**src/sv/merge_sorter_unit_defines.svh**
```systemverilog
// assertion macros for the merge sorter unit
`ifndef MERGE_SORTER_UNIT_DEFINES_SVH
`define MERGE_SORTER_UNIT_DEFINES_SVH

`ifndef SYNTHESIS

`define MSU_ASSERT_ALWAYS(lbl, clk, rst, prop) \
  lbl: assert property (@(posedge clk) disable iff (rst) (prop)) \
    else $error("%m: check failed");

`define MSU_ASSERT_IMPL(lbl, clk, rst, ante, cons) \
  lbl: assert property (@(posedge clk) disable iff (rst) (ante) |-> (cons)) \
    else $error("%m: check failed");

`else

`define MSU_ASSERT_ALWAYS(lbl, clk, rst, prop)

`define MSU_ASSERT_IMPL(lbl, clk, rst, ante, cons)

`endif

`endif

```
**src/sv/msort_ram.sv**
```systemverilog
// generic single write, single registered read RAM
`timescale 1ns / 1ps
`default_nettype none

module msort_ram #(
  parameter int WIDTH = 32,
  parameter int DEPTH = 64,
  localparam int AW = (DEPTH > 1) ? $clog2(DEPTH) : 1
) (
  input  wire logic             clk,
  input  wire logic             we,
  input  wire logic [AW-1:0]    wr_addr,
  input  wire logic [WIDTH-1:0] wr_data,
  input  wire logic [AW-1:0]    rd_addr,
  output logic      [WIDTH-1:0] rd_data
);

  logic [WIDTH-1:0] mem [DEPTH];

  always_ff @(posedge clk) begin
    if (we) begin
      mem[wr_addr] <= wr_data;
    end
    rd_data <= mem[rd_addr];
  end

endmodule

`default_nettype wire

```
**config.mk**
```make
export PLATFORM = sky130hd
export DESIGN_NAME = msort_ram
export DESIGN_NICKNAME = d
export VERILOG_FILES = /design/src/sv/merge_sorter_unit_defines.svh /design/src/sv/msort_ram.sv
export SDC_FILE = /design/constraint.sdc
export NUM_CORES = 2
export LEC_CHECK = 0
export ABC_AREA = 1
export BUFFER_PORTS_ARGS = -buffer_cell sky130_fd_sc_hd__buf_2
export CORE_MARGIN = 2
export CORE_UTILIZATION = 35
export DETAILED_ROUTE_END_ITERATION = 7
export PLACE_DENSITY = 0.5
export SLEW_MARGIN = 20
export SYNTH_ARGS = -nofsm -noshare
export SYNTH_HDL_FRONTEND = slang
export SYNTH_SLANG_ARGS = --single-unit
```
**constraint.sdc**
```tcl
create_clock -name clk -period 6.3 [get_ports clk]
set_input_delay 0.315 -clock clk [delete_from_list [all_inputs] [get_ports clk]]
set_output_delay 0.315 -clock clk [all_outputs]
set_load 0.1 [all_outputs]
```
==> impl_metrics.toml <==
[setup_path]
cp_slowest_stage_delay_ns = 0.83
setup.worst_path.class = "primary input to flop"
cp_cell_sequence = "buf_8, buf_4, buf_4, nand3_1, nand3_1, nand3_1, nand3_1, nand2_1, nand2_1, nand2_1"
ff2ff_path_depth = 8
crit_slowest_cell = "buf_4"
crit_top_cell = "nand3_1"
cp_max_fo = 72
cp.arrival_ns = 3.53
cp.required_ns = 7.01
startpoint_type = "primary input"
end_kind = "flop"

[timing]
setup_viol = 0
finalSetupTns_ns = 0
tightest_slew_ns = 1.15
fin_crit_ns = 2.81
min_period_over_period_pct = 44.7
rsz0062_at_grt = "false"
finClkSkew_ns = 0.0318
relSlewSlack_pct = 23.0
finalHoldViolCount = 0
hold_slack_ns = 0.0272
drv_slew = 0
layout_setup_ws_ns = 3.49
fmax_mhz = 355

[power_and_ir_drop]
power_frac_clock_pct = 41.3
combPwrFrac_pct = 6.5
sw_frac_of_total_pct = 23.4
seqPwrFrac_pct = 52.1
p_int_mw = 22.6
switching_power_mw = 6.91
cellLeakagePower_nw = 32.4
vdd_drop_max_v = 0.000294
power.density_nw_per_um2 = 316

[placement]
routabilityCongestion = 0.765
pre_cts_slack_ns = 2.67
port_buffers = 77
dp_hpwl_um = 129000

[die]
core_area_sq_um = 235000
dieArea_sq_um = 240000
die_h_um = 490
die_w_um = 490
fp-row-count = 178
initial_core_util_pct = 35.2
ios = 78

[global_route]
antenna_found_initial = 11
grt_start_max_net_pins = 186
grt_first_pass_wirelength_um = 359000
first_global_vias = 50300
grt_overflow = 0
grt_use_total_pct = 20.0

[cts]
cts_setup_buffers = 0
cts_max_level = 4
cts_tree = "yes"
clock_latency_ns = 0.85
numCtsBuffers = 213
clock_sinks = 2080
cts-root-buf = "clkbuf_16"
cts_resized = 0
path_clk_slew_ns = 0.07
clockBufferDepth = 3

[cells_and_area]
drive_gt1_share_pct = 8.53
final_common_cell = "nand2_1"
nets = 6822
layout_common_cells = "nand2_1, edfxtp_1, nand3_1, clkbuf_16, buf_4"
final_core_util_pct = 39.8
syn_to_final_growth_pct = 13.1

[drt]
vias = 52700
wl_per_cell_um = 24.3
dr.pass1.iters = 5
drc = 0
drtIter0Drc = 5452
antenna_left = 0
drt_wl_total_um = 246000
vias_per_cell = 5.20

[yosys]
netlist-cell-type-count = 16
syn_area_sq_um = 82700
avgSynthCellArea_sq_um = 12.2
yosys_warnings = 0
syn_inst = 6769
synth_area_leaders = "edfxtp_1, nand3_1, nand2_1, buf_2, dfxtp_1"
yosys.area.top_type_share_pct = 74.3
yosysTopAreaCell = "edfxtp_1"
yosysSeqAreaShare_pct = 75.1
ys_seq_elements = 2080
synth_fp_nets = 6815

[min_path]
hold_path_class = "primary input to flop"
holdPathStages = 1

[outcome]
status = "complete, no violations"

[flow_run]
maxCapViolations = 0
sequential cells by signal, summed over array words and instances (netlist names):
signal	flops
mem	2048
rd_data	32
cell usage after synthesis:
cell type / n
inv_4: 1
inv_2: 2
edfxtp_1: 2048
nor2_1: 56
clkbuf_1: 77
nand4_1: 9
inv_1: 9
buf_8: 2
buf_1: 40
nand3_1: 1907
buf_6: 3
buf_4: 45
buf_2: 282
nor4_1: 8
dfxtp_1: 32
nand2_1: 2248
critical path, delay by kind of cell:
kind / cells / cell delay, ns
buffers and inverters: 3 / 1.94
AND/OR/NAND/NOR: 7 / 1.09
through the flow:
stage          power [mW]  area, sq um  std cells
2_1_floorplan        16.8        82700       6769
5_1_grt              30.4        93500      10100
4_1_cts              29.8        93500      10100
6_report             29.5        93500      10100
3_5_place_dp         17.6        86800       9708
3_3_place_gp         17.6        86800       9708
cell families after synthesis:
kind of cell           count (synthesis)  share of synthesized area (%)
buffers and inverters                461                           2.78
flip-flops                          2080                           75.1
AND/OR/NAND/NOR                     4228                           22.1
path summary, 6_finish.rpt:
path | start | endpoint | slack (ns)
worst max-delay path | rd_addr[1] | rd_data[30] | 3.49
worst min-delay path | wr_data[4] | mem[61][4] | 0.03
worst max register to register | mem[9][20] | rd_data[20] | 4.63
worst min register to register | mem[26][2] | rd_data[2] | 0.81
metal layers:
layer  wire length, um  track usage, %
met5                13               0
met3             12400            2.55
met2            117000            32.1
met1            110000            28.3
met4              6710            6.04
cell type report:
| type | instances | area (sq um) |
|---|---|---|
| inverter | 12 | 82.6 |
| fill | 22400 | 142000 |
| antenna | 15 | 37.5 |
| tap | 3150 | 3940 |
| clock inverter | 98 | 761 |
| timing repair buffer | 241 | 1930 |
| multi-input combinational | 4228 | 18800 |
| sequential | 2080 | 62100 |
| clock buffer | 297 | 5890 |
power by group through the flow:
| stage | sequential (mW) | clock [mW] | combinational [mW] |
|---|---|---|---|
| 2_1_floorplan | 15.8 | 0 | 0.941 |
| 3_3_place_gp | 15.7 | 0 | 1.93 |
| 3_5_place_dp | 15.7 | 0 | 1.94 |
| 4_1_cts | 15.4 | 12.4 | 1.95 |
| 5_1_grt | 15.4 | 13.0 | 2.09 |
| 6_report | 15.4 | 12.2 | 1.93 |
timing repair:
action	CTS	global route
hold buffers	2	0
endpoints found under the hold margin	16	0
endpoints found under the setup margin	0	0
Note: power is estimated with default switching activity, not from simulation.
