===== src/sv/merge_sorter_unit_defines.svh =====
// assertion macros for the merge sorter unit
`ifndef MERGE_SORTER_UNIT_DEFINES_SVH
`define MERGE_SORTER_UNIT_DEFINES_SVH

`ifndef SYNTHESIS

`define MSU_ASSERT_ALWAYS(lbl, clk, rst, prop) \
  lbl: assert property (@(posedge clk) disable iff (rst) (prop)) \
    else $error("%m: check failed");

`define MSU_ASSERT_IMPL(lbl, clk, rst, ante, cons) \
  lbl: assert property (@(posedge clk) disable iff (rst) (ante) |-> (cons)) \
    else $error("%m: check failed");

`else

`define MSU_ASSERT_ALWAYS(lbl, clk, rst, prop)

`define MSU_ASSERT_IMPL(lbl, clk, rst, ante, cons)

`endif

`endif


===== src/sv/msort_pkg.sv =====
// shared types and constants for the merge sorter
`timescale 1ns / 1ps
`default_nettype none

package msort_pkg;

  localparam int VALUE_W = 32;

  typedef logic signed [VALUE_W-1:0] value_t;

  // sequencer to datapath controls
  typedef struct packed {
    logic load_we;
    logic merge_we;
    logic src_sel;
    logic fetch;
    logic merge;
    logic out_ld;
    logic last_out;
    logic dropped;
    logic a_done;
    logic b_done;
  } ctl_t;

endpackage

`default_nettype wire


===== src/sv/msort_ctrl.sv =====
// sequencer for load, bottom-up merge passes and emission
`timescale 1ns / 1ps
`default_nettype none
`include "merge_sorter_unit_defines.svh"

module msort_ctrl import msort_pkg::*; #(
  parameter int DEPTH = 64,
  localparam int AW = (DEPTH > 1) ? $clog2(DEPTH) : 1
) (
  input  wire logic          clk,
  input  wire logic          rst,
  input  wire logic          item_valid,
  input  wire logic          item_last,
  input  wire logic          result_stall,
  input  wire logic          take_a,
  output logic               item_stall,
  output logic [AW-1:0]      rd_addr,
  output logic [AW-1:0]      wr_addr,
  output ctl_t               ctl
);

  localparam int CW = $clog2(DEPTH + 1);
  localparam int EW = CW + 2;

  localparam logic [2:0] S_LOAD      = 3'd0;
  localparam logic [2:0] S_RUN       = 3'd1;
  localparam logic [2:0] S_FETCH     = 3'd2;
  localparam logic [2:0] S_MERGE     = 3'd3;
  localparam logic [2:0] S_EMIT_RD   = 3'd4;
  localparam logic [2:0] S_EMIT_LD   = 3'd5;
  localparam logic [2:0] S_EMIT_WAIT = 3'd6;

  logic [2:0]    state;
  logic [CW-1:0] count;
  logic          dropped;
  logic          src;
  logic [EW-1:0] width;
  logic [EW-1:0] lo;
  logic [EW-1:0] mid;
  logic [EW-1:0] hi;
  logic [EW-1:0] ia;
  logic [EW-1:0] ib;
  logic [EW-1:0] k;

  logic          accept;
  logic          room;
  logic [EW-1:0] n_e;
  logic [EW-1:0] lo_w;
  logic [EW-1:0] lo_2w;
  logic [EW-1:0] mid_c;
  logic [EW-1:0] hi_c;
  logic [EW-1:0] k_inc;
  logic [EW-1:0] ia_inc;
  logic [EW-1:0] ib_inc;
  logic [EW-1:0] w2;
  logic          run_end;
  logic          pass_end;
  logic          sort_end;

  assign item_stall = (state != S_LOAD);
  assign accept     = item_valid & ~item_stall;
  assign room       = (count < CW'(DEPTH));
  assign n_e        = EW'(count);
  assign w2         = width << 1;
  assign lo_w       = lo + width;
  assign lo_2w      = lo + w2;
  assign mid_c      = (lo_w < n_e) ? lo_w : n_e;
  assign hi_c       = (lo_2w < n_e) ? lo_2w : n_e;
  assign k_inc      = k + EW'(1);
  assign ia_inc     = ia + EW'(1);
  assign ib_inc     = ib + EW'(1);
  assign run_end    = (k_inc == hi);
  assign pass_end   = (lo_2w >= n_e);
  assign sort_end   = (w2 >= n_e);

  always_comb begin
    unique case (state)
      S_RUN:       rd_addr = lo[AW-1:0];
      S_FETCH:     rd_addr = mid[AW-1:0];
      S_MERGE:     rd_addr = take_a ? ia_inc[AW-1:0] : ib_inc[AW-1:0];
      S_EMIT_RD:   rd_addr = k[AW-1:0];
      S_EMIT_WAIT: rd_addr = k_inc[AW-1:0];
      default:     rd_addr = '0;
    endcase
  end

  assign wr_addr = (state == S_LOAD) ? count[AW-1:0] : k[AW-1:0];

  always_comb begin
    ctl.load_we  = accept & room;
    ctl.merge_we = (state == S_MERGE);
    ctl.src_sel  = src;
    ctl.fetch    = (state == S_FETCH);
    ctl.merge    = (state == S_MERGE);
    ctl.out_ld   = (state == S_EMIT_LD);
    ctl.last_out = (k_inc == n_e);
    ctl.dropped  = dropped;
    ctl.a_done   = (ia >= mid);
    ctl.b_done   = (ib >= hi);
  end

  always_ff @(posedge clk) begin
    if (rst) begin
      state   <= S_LOAD;
      count   <= '0;
      dropped <= 1'b0;
    end else begin
      unique case (state)
        S_LOAD: begin
          if (accept) begin
            if (room) begin
              count <= count + CW'(1);
            end else begin
              dropped <= 1'b1;
            end
            if (item_last) begin
              width <= EW'(1);
              lo    <= '0;
              src   <= 1'b0;
              k     <= '0;
              // a single element needs no merging
              state <= (count == '0) ? S_EMIT_RD : S_RUN;
            end
          end
        end
        S_RUN: begin
          mid   <= mid_c;
          hi    <= hi_c;
          ia    <= lo;
          ib    <= mid_c;
          k     <= lo;
          state <= S_FETCH;
        end
        S_FETCH: begin
          state <= S_MERGE;
        end
        S_MERGE: begin
          if (take_a) begin
            ia <= ia_inc;
          end else begin
            ib <= ib_inc;
          end
          if (run_end) begin
            if (pass_end) begin
              src   <= ~src;
              lo    <= '0;
              width <= w2;
              if (sort_end) begin
                k     <= '0;
                state <= S_EMIT_RD;
              end else begin
                state <= S_RUN;
              end
            end else begin
              lo    <= lo_2w;
              state <= S_RUN;
            end
          end else begin
            k <= k_inc;
          end
        end
        S_EMIT_RD: begin
          state <= S_EMIT_LD;
        end
        S_EMIT_LD: begin
          state <= S_EMIT_WAIT;
        end
        S_EMIT_WAIT: begin
          if (!result_stall) begin
            if (ctl.last_out) begin
              count   <= '0;
              dropped <= 1'b0;
              state   <= S_LOAD;
            end else begin
              k     <= k_inc;
              state <= S_EMIT_LD;
            end
          end
        end
        default: begin
          state <= S_LOAD;
        end
      endcase
    end
  end

  `MSU_ASSERT_ALWAYS(a_count_cap, clk, rst, count <= CW'(DEPTH))
  `MSU_ASSERT_IMPL(a_merge_in_run, clk, rst, state == S_MERGE, k < hi)
  `MSU_ASSERT_IMPL(a_emit_in_set, clk, rst, state == S_EMIT_WAIT, k < n_e)
  `MSU_ASSERT_IMPL(a_run_start, clk, rst, state == S_RUN, lo < n_e)

endmodule

`default_nettype wire


===== config.mk =====
export PLATFORM = sky130hd
export DESIGN_NAME = msort_ctrl
export DESIGN_NICKNAME = d
export VERILOG_FILES = /design/src/sv/msort_pkg.sv /design/src/sv/msort_ctrl.sv
export VERILOG_INCLUDE_DIRS = /design/src /design/src/sv
export SDC_FILE = /design/constraint.sdc
export NUM_CORES = 1
export LEC_CHECK = 0
export ABC_AREA = 1
export BUFFER_PORTS_ARGS = -buffer_cell sky130_fd_sc_hd__buf_2
export CAP_MARGIN = 40
export CORE_ASPECT_RATIO = 1.1
export CORE_MARGIN = 3
export CORE_UTILIZATION = 45
export CTS_CLUSTER_SIZE = 30
export DETAILED_ROUTE_END_ITERATION = 16
export PLACE_DENSITY_LB_ADDON = 0.2
export SETUP_SLACK_MARGIN = 0.5
export SYNTH_ARGS = -nofsm -noshare
export SYNTH_HDL_FRONTEND = slang
export SYNTH_SLANG_ARGS = --single-unit

===== constraint.sdc =====
create_clock -name clk -period 6.9 [get_ports clk]
set_input_delay 0.69 -clock clk [delete_from_list [all_inputs] [get_ports clk]]
set_output_delay 0.69 -clock clk [all_outputs]
set_load 0.02 [all_outputs]

==> results.toml <==
[logic_synthesis]
synth-xor-area-share_pct = 4.52
synth_top_area_cell = "edfxtp_1"
synth_edf_count = 64
yosys.area_share.simple_pct = 25.6
synthFlopType = "edfxtp_1"
synthArstFlopShare_pct = 0
synth_most_common_cell = "nand2_1"
synthTopCellsByCount = "nand2_1, inv_1, edfxtp_1"
synth_top_family_by_area = "simple AND/OR/NAND/NOR gates"
synth_area_leaders = "edfxtp_1, ha_1, nand2_1"
synth_compound_area_share_pct = 11.2
yosysSeqAreaShare_pct = 36.2
synth-adder-area-share_pct = 12.7
synth-seq-cells = 75
syn_inst = 756
netlist_area_mm2 = 0.00592
syn_area_per_cell_um2 = 7.84
synth.mux.area_fraction_pct = 0
yosysWarnings = 0
yosysTopAreaCellShare_pct = 32.4
ys_types = 49

[detailed_routing]
wl_per_cell_um = 17.6
drt_wl_total_um = 16700
drc_errors = 0
vias_per_cell = 5.51
initialDrtViolationCount = 473
ant_nets = 0
dr.pass1.iters = 5
vias = 5232

[clocking]
clockBufferDepth = 2
h-tree-depth = 3
numCtsBuffers = 9
postCtsHoldBufs = 0
cts_root_buf = "clkbuf_16"
cts_setup_buffers = 0
path_clk_slew_ns = 0.06
cts.sinks = 75
ctsResizeCount = 0
clk-insertion-delay-late_ns = 0.35
cts_tree = "yes"

[global_routing]
grt_max_degree = 33
grt_overflow = 0
grt_first_pass_wirelength_um = 26300
grt.total_usage_pct = 23.5
grt_pass1_vias = 5026
antenna_found_initial = 0

[layout]
stdcell_count = 949
fill_cells = 1266
syn_to_final_growth_pct = 8.95
antenna_cells = 0
drive_above_1_share_pct = 9.72
fin_nets = 852

[floorplanning]
start_util_pct = 46.5
die-area_mm2 = 0.0146
rows = 43
die_y_um = 126
core_mm2 = 0.0128
die_w_um = 115
io_pins = 29

[timing]
grt_setup_unrepaired = "no"
period_needed_ns = 3.76
post-route-period-util_pct = 54.4
fmax_ghz = 0.266
worstMarginPinSlew_ns = 0.658
slew_headroom_pct = 55.8
skew_ns = 0.0107
setup_viol = 0
maxSlewViolCount = 0
fin_setup_tns_ns = 0
hold_viol_final = 0

[setup_path]
cp_common_cell = "nand2_1"
r2r_slack_ns = 3.14
r2r-end = "ib[3]$_DFFE_PP_"
critPathTopFamily = "compound AO/OA/AOI/OAI gates"
critical_path.max_fanout = 14
end_kind = "flip-flop"
cp_num_buf_inv = 2
ff2ff_path_depth = 18
startpoint_type = "flip-flop"
rr_startpoint = "width[0]$_SDFFCE_PN1P_"
cpPeakStageDelay_ns = 0.49
cpMaxStageDelayCell = "o21ai_0"
cp.arrival_ns = 3.98
crit_path_cell_trace = "ha_1, fa_1, a21oi_1, o21ai_2, xor2_1, inv_1, ha_1, nand2_1, inv_1, o21ai_0, nand4_1, nand2_1, nand2_1, a21oi_1, nand3_1, o21ai_0, nand2_1, nand2_1"
required_ns = 7.12
critical_path_class = "flip-flop to flip-flop"

[hold_path]
min_to = "dropped$_SDFFE_PP0P_"
worstHoldStart = "dropped$_SDFFE_PP0P_"
hold_depth = 2
hold_path_class = "flip-flop to flip-flop"

[power]
swShare_pct = 49.5
pwr-share-seq_pct = 27.4
p_leak_nw = 3.03
vdd_drop_max_uv = 224
p_clk_share_pct = 14.8
pwr-share-comb_pct = 57.8
power.internal_mw = 1.46
p_sw_mw = 1.43
power_density_mw_per_mm2 = 447

[placement]
gp_congestion = 0.975
placed_cells = 933
dp_hpwl_um = 13000
portBuffers = 28

[job]
max_cap_viol_count = 0

[run_status]
status = "complete, no violations"
state kept, by name, summed over array words and instances, names as in the netlist:
register and cells:
count 7, lo 9, width 9, mid 9
state 3, k 9, hi 9, src 1
dropped 1, ia 9, ib 9
cells in the final DEF (no fill, tap or decap), types with 2 or more instances in the layout:
cell type  count
nor2_1        61
buf_4          6
clkinv_1       2
nor3_1         6
a22oi_1        3
nand4_1       11
o211ai_1       3
nor2_2         5
a211oi_1       2
inv_2          3
o21ai_0       42
o2111ai_1      4
a21oi_1       38
nor3_2         4
nand2_1      182
nor2_4         3
o21ai_1        4
nand3_1       55
edfxtp_1      64
nand2_2        7
clkbuf_1       4
ha_1          57
nand2_4        2
dfxtp_1       11
o21bai_1       5
buf_2         28
o21ai_2        4
and2_1         2
o221ai_1       3
clkbuf_16      9
xor2_1        20
conb_1         6
xnor2_1        8
inv_1        113
fa_1           2
through the flow:
step,power [mW],utilization [%],hold slack (ns),instance area [µm²],setup WS (ns)
finish,2.89,50.6,0.440,6450,3.14
global route,3.14,50.6,0.471,6450,2.80
CTS,2.88,50.6,0.447,6450,3.14
detailed placement,2.45,48.6,0.437,6200,3.15
global placement,2.40,48.5,0.432,6180,3.19
floorplan,2.00,-,0.425,5940,3.88
worst reg2reg max path, cell delays in order (launching register included):
cell      delay (ns)
edfxtp_1        0.45
ha_1            0.27
fa_1            0.43
a21oi_1         0.22
o21ai_2         0.11
xor2_1          0.21
inv_1           0.07
ha_1            0.28
nand2_1         0.07
inv_1           0.04
o21ai_0         0.07
nand4_1         0.10
nand2_1         0.07
nand2_1         0.05
a21oi_1         0.14
nand3_1         0.39
o21ai_0         0.49
nand2_1         0.09
nand2_1         0.07
kinds of logic after synthesis:
logic type               count (synthesis)
other                                    1
flip-flops                              75
AND/OR/NAND/NOR                        342
XOR/XNOR                                29
AO/OA/AOI/OAI                          114
adder cells (fa/ha/maj)                 59
buffers and inverters                  136
final cells by class:
cell class / count / area (µm²) / share of cell area [%]
inverter: 117 / 444 / 6.88
clock buffer: 13 / 240 / 3.72
multi-input combinational: 550 / 3230 / 50.1
timing repair buffer: 34 / 185 / 2.87
clock inverter: 3 / 15.0 / 0.233
tap: 157 / 196 / 3.04
sequential: 75 / 2140 / 33.2
power by group through the flow:
stage	combinational [mW]	clock, mW	sequential [mW]
6_report	1.67	0.428	0.791
5_1_grt	1.88	0.452	0.804
4_1_cts	1.66	0.432	0.788
3_5_place_dp	1.65	0	0.798
3_3_place_gp	1.61	0	0.794
2_1_floorplan	1.26	0	0.739
worst max-delay path by stage:
stage,endpoint,from,cells past startpoint
global placement,ib[3]$_DFFE_PP_,width[0]$_SDFFCE_PN1P_,18
floorplan,ib[3]$_DFFE_PP_,width[0]$_SDFFCE_PN1P_,20
detailed placement,ib[3]$_DFFE_PP_,width[0]$_SDFFCE_PN1P_,18
global route,width[0]$_SDFFCE_PN1P_,lo[1]$_SDFFCE_PP0P_,14
finish,ib[3]$_DFFE_PP_,width[0]$_SDFFCE_PN1P_,18
CTS,ib[3]$_DFFE_PP_,width[0]$_SDFFCE_PN1P_,18
per-layer routing:
metal  GRT usage, %  wire [µm]  vias to the layer above
met5              0          0                        -
met4           10.4        618                        0
met3           3.44        905                       38
met2           39.3       7990                      195
met1           30.1       7140                     2430
li1               -          -                     2569
Note: power is estimated with default switching activity, not from simulation.
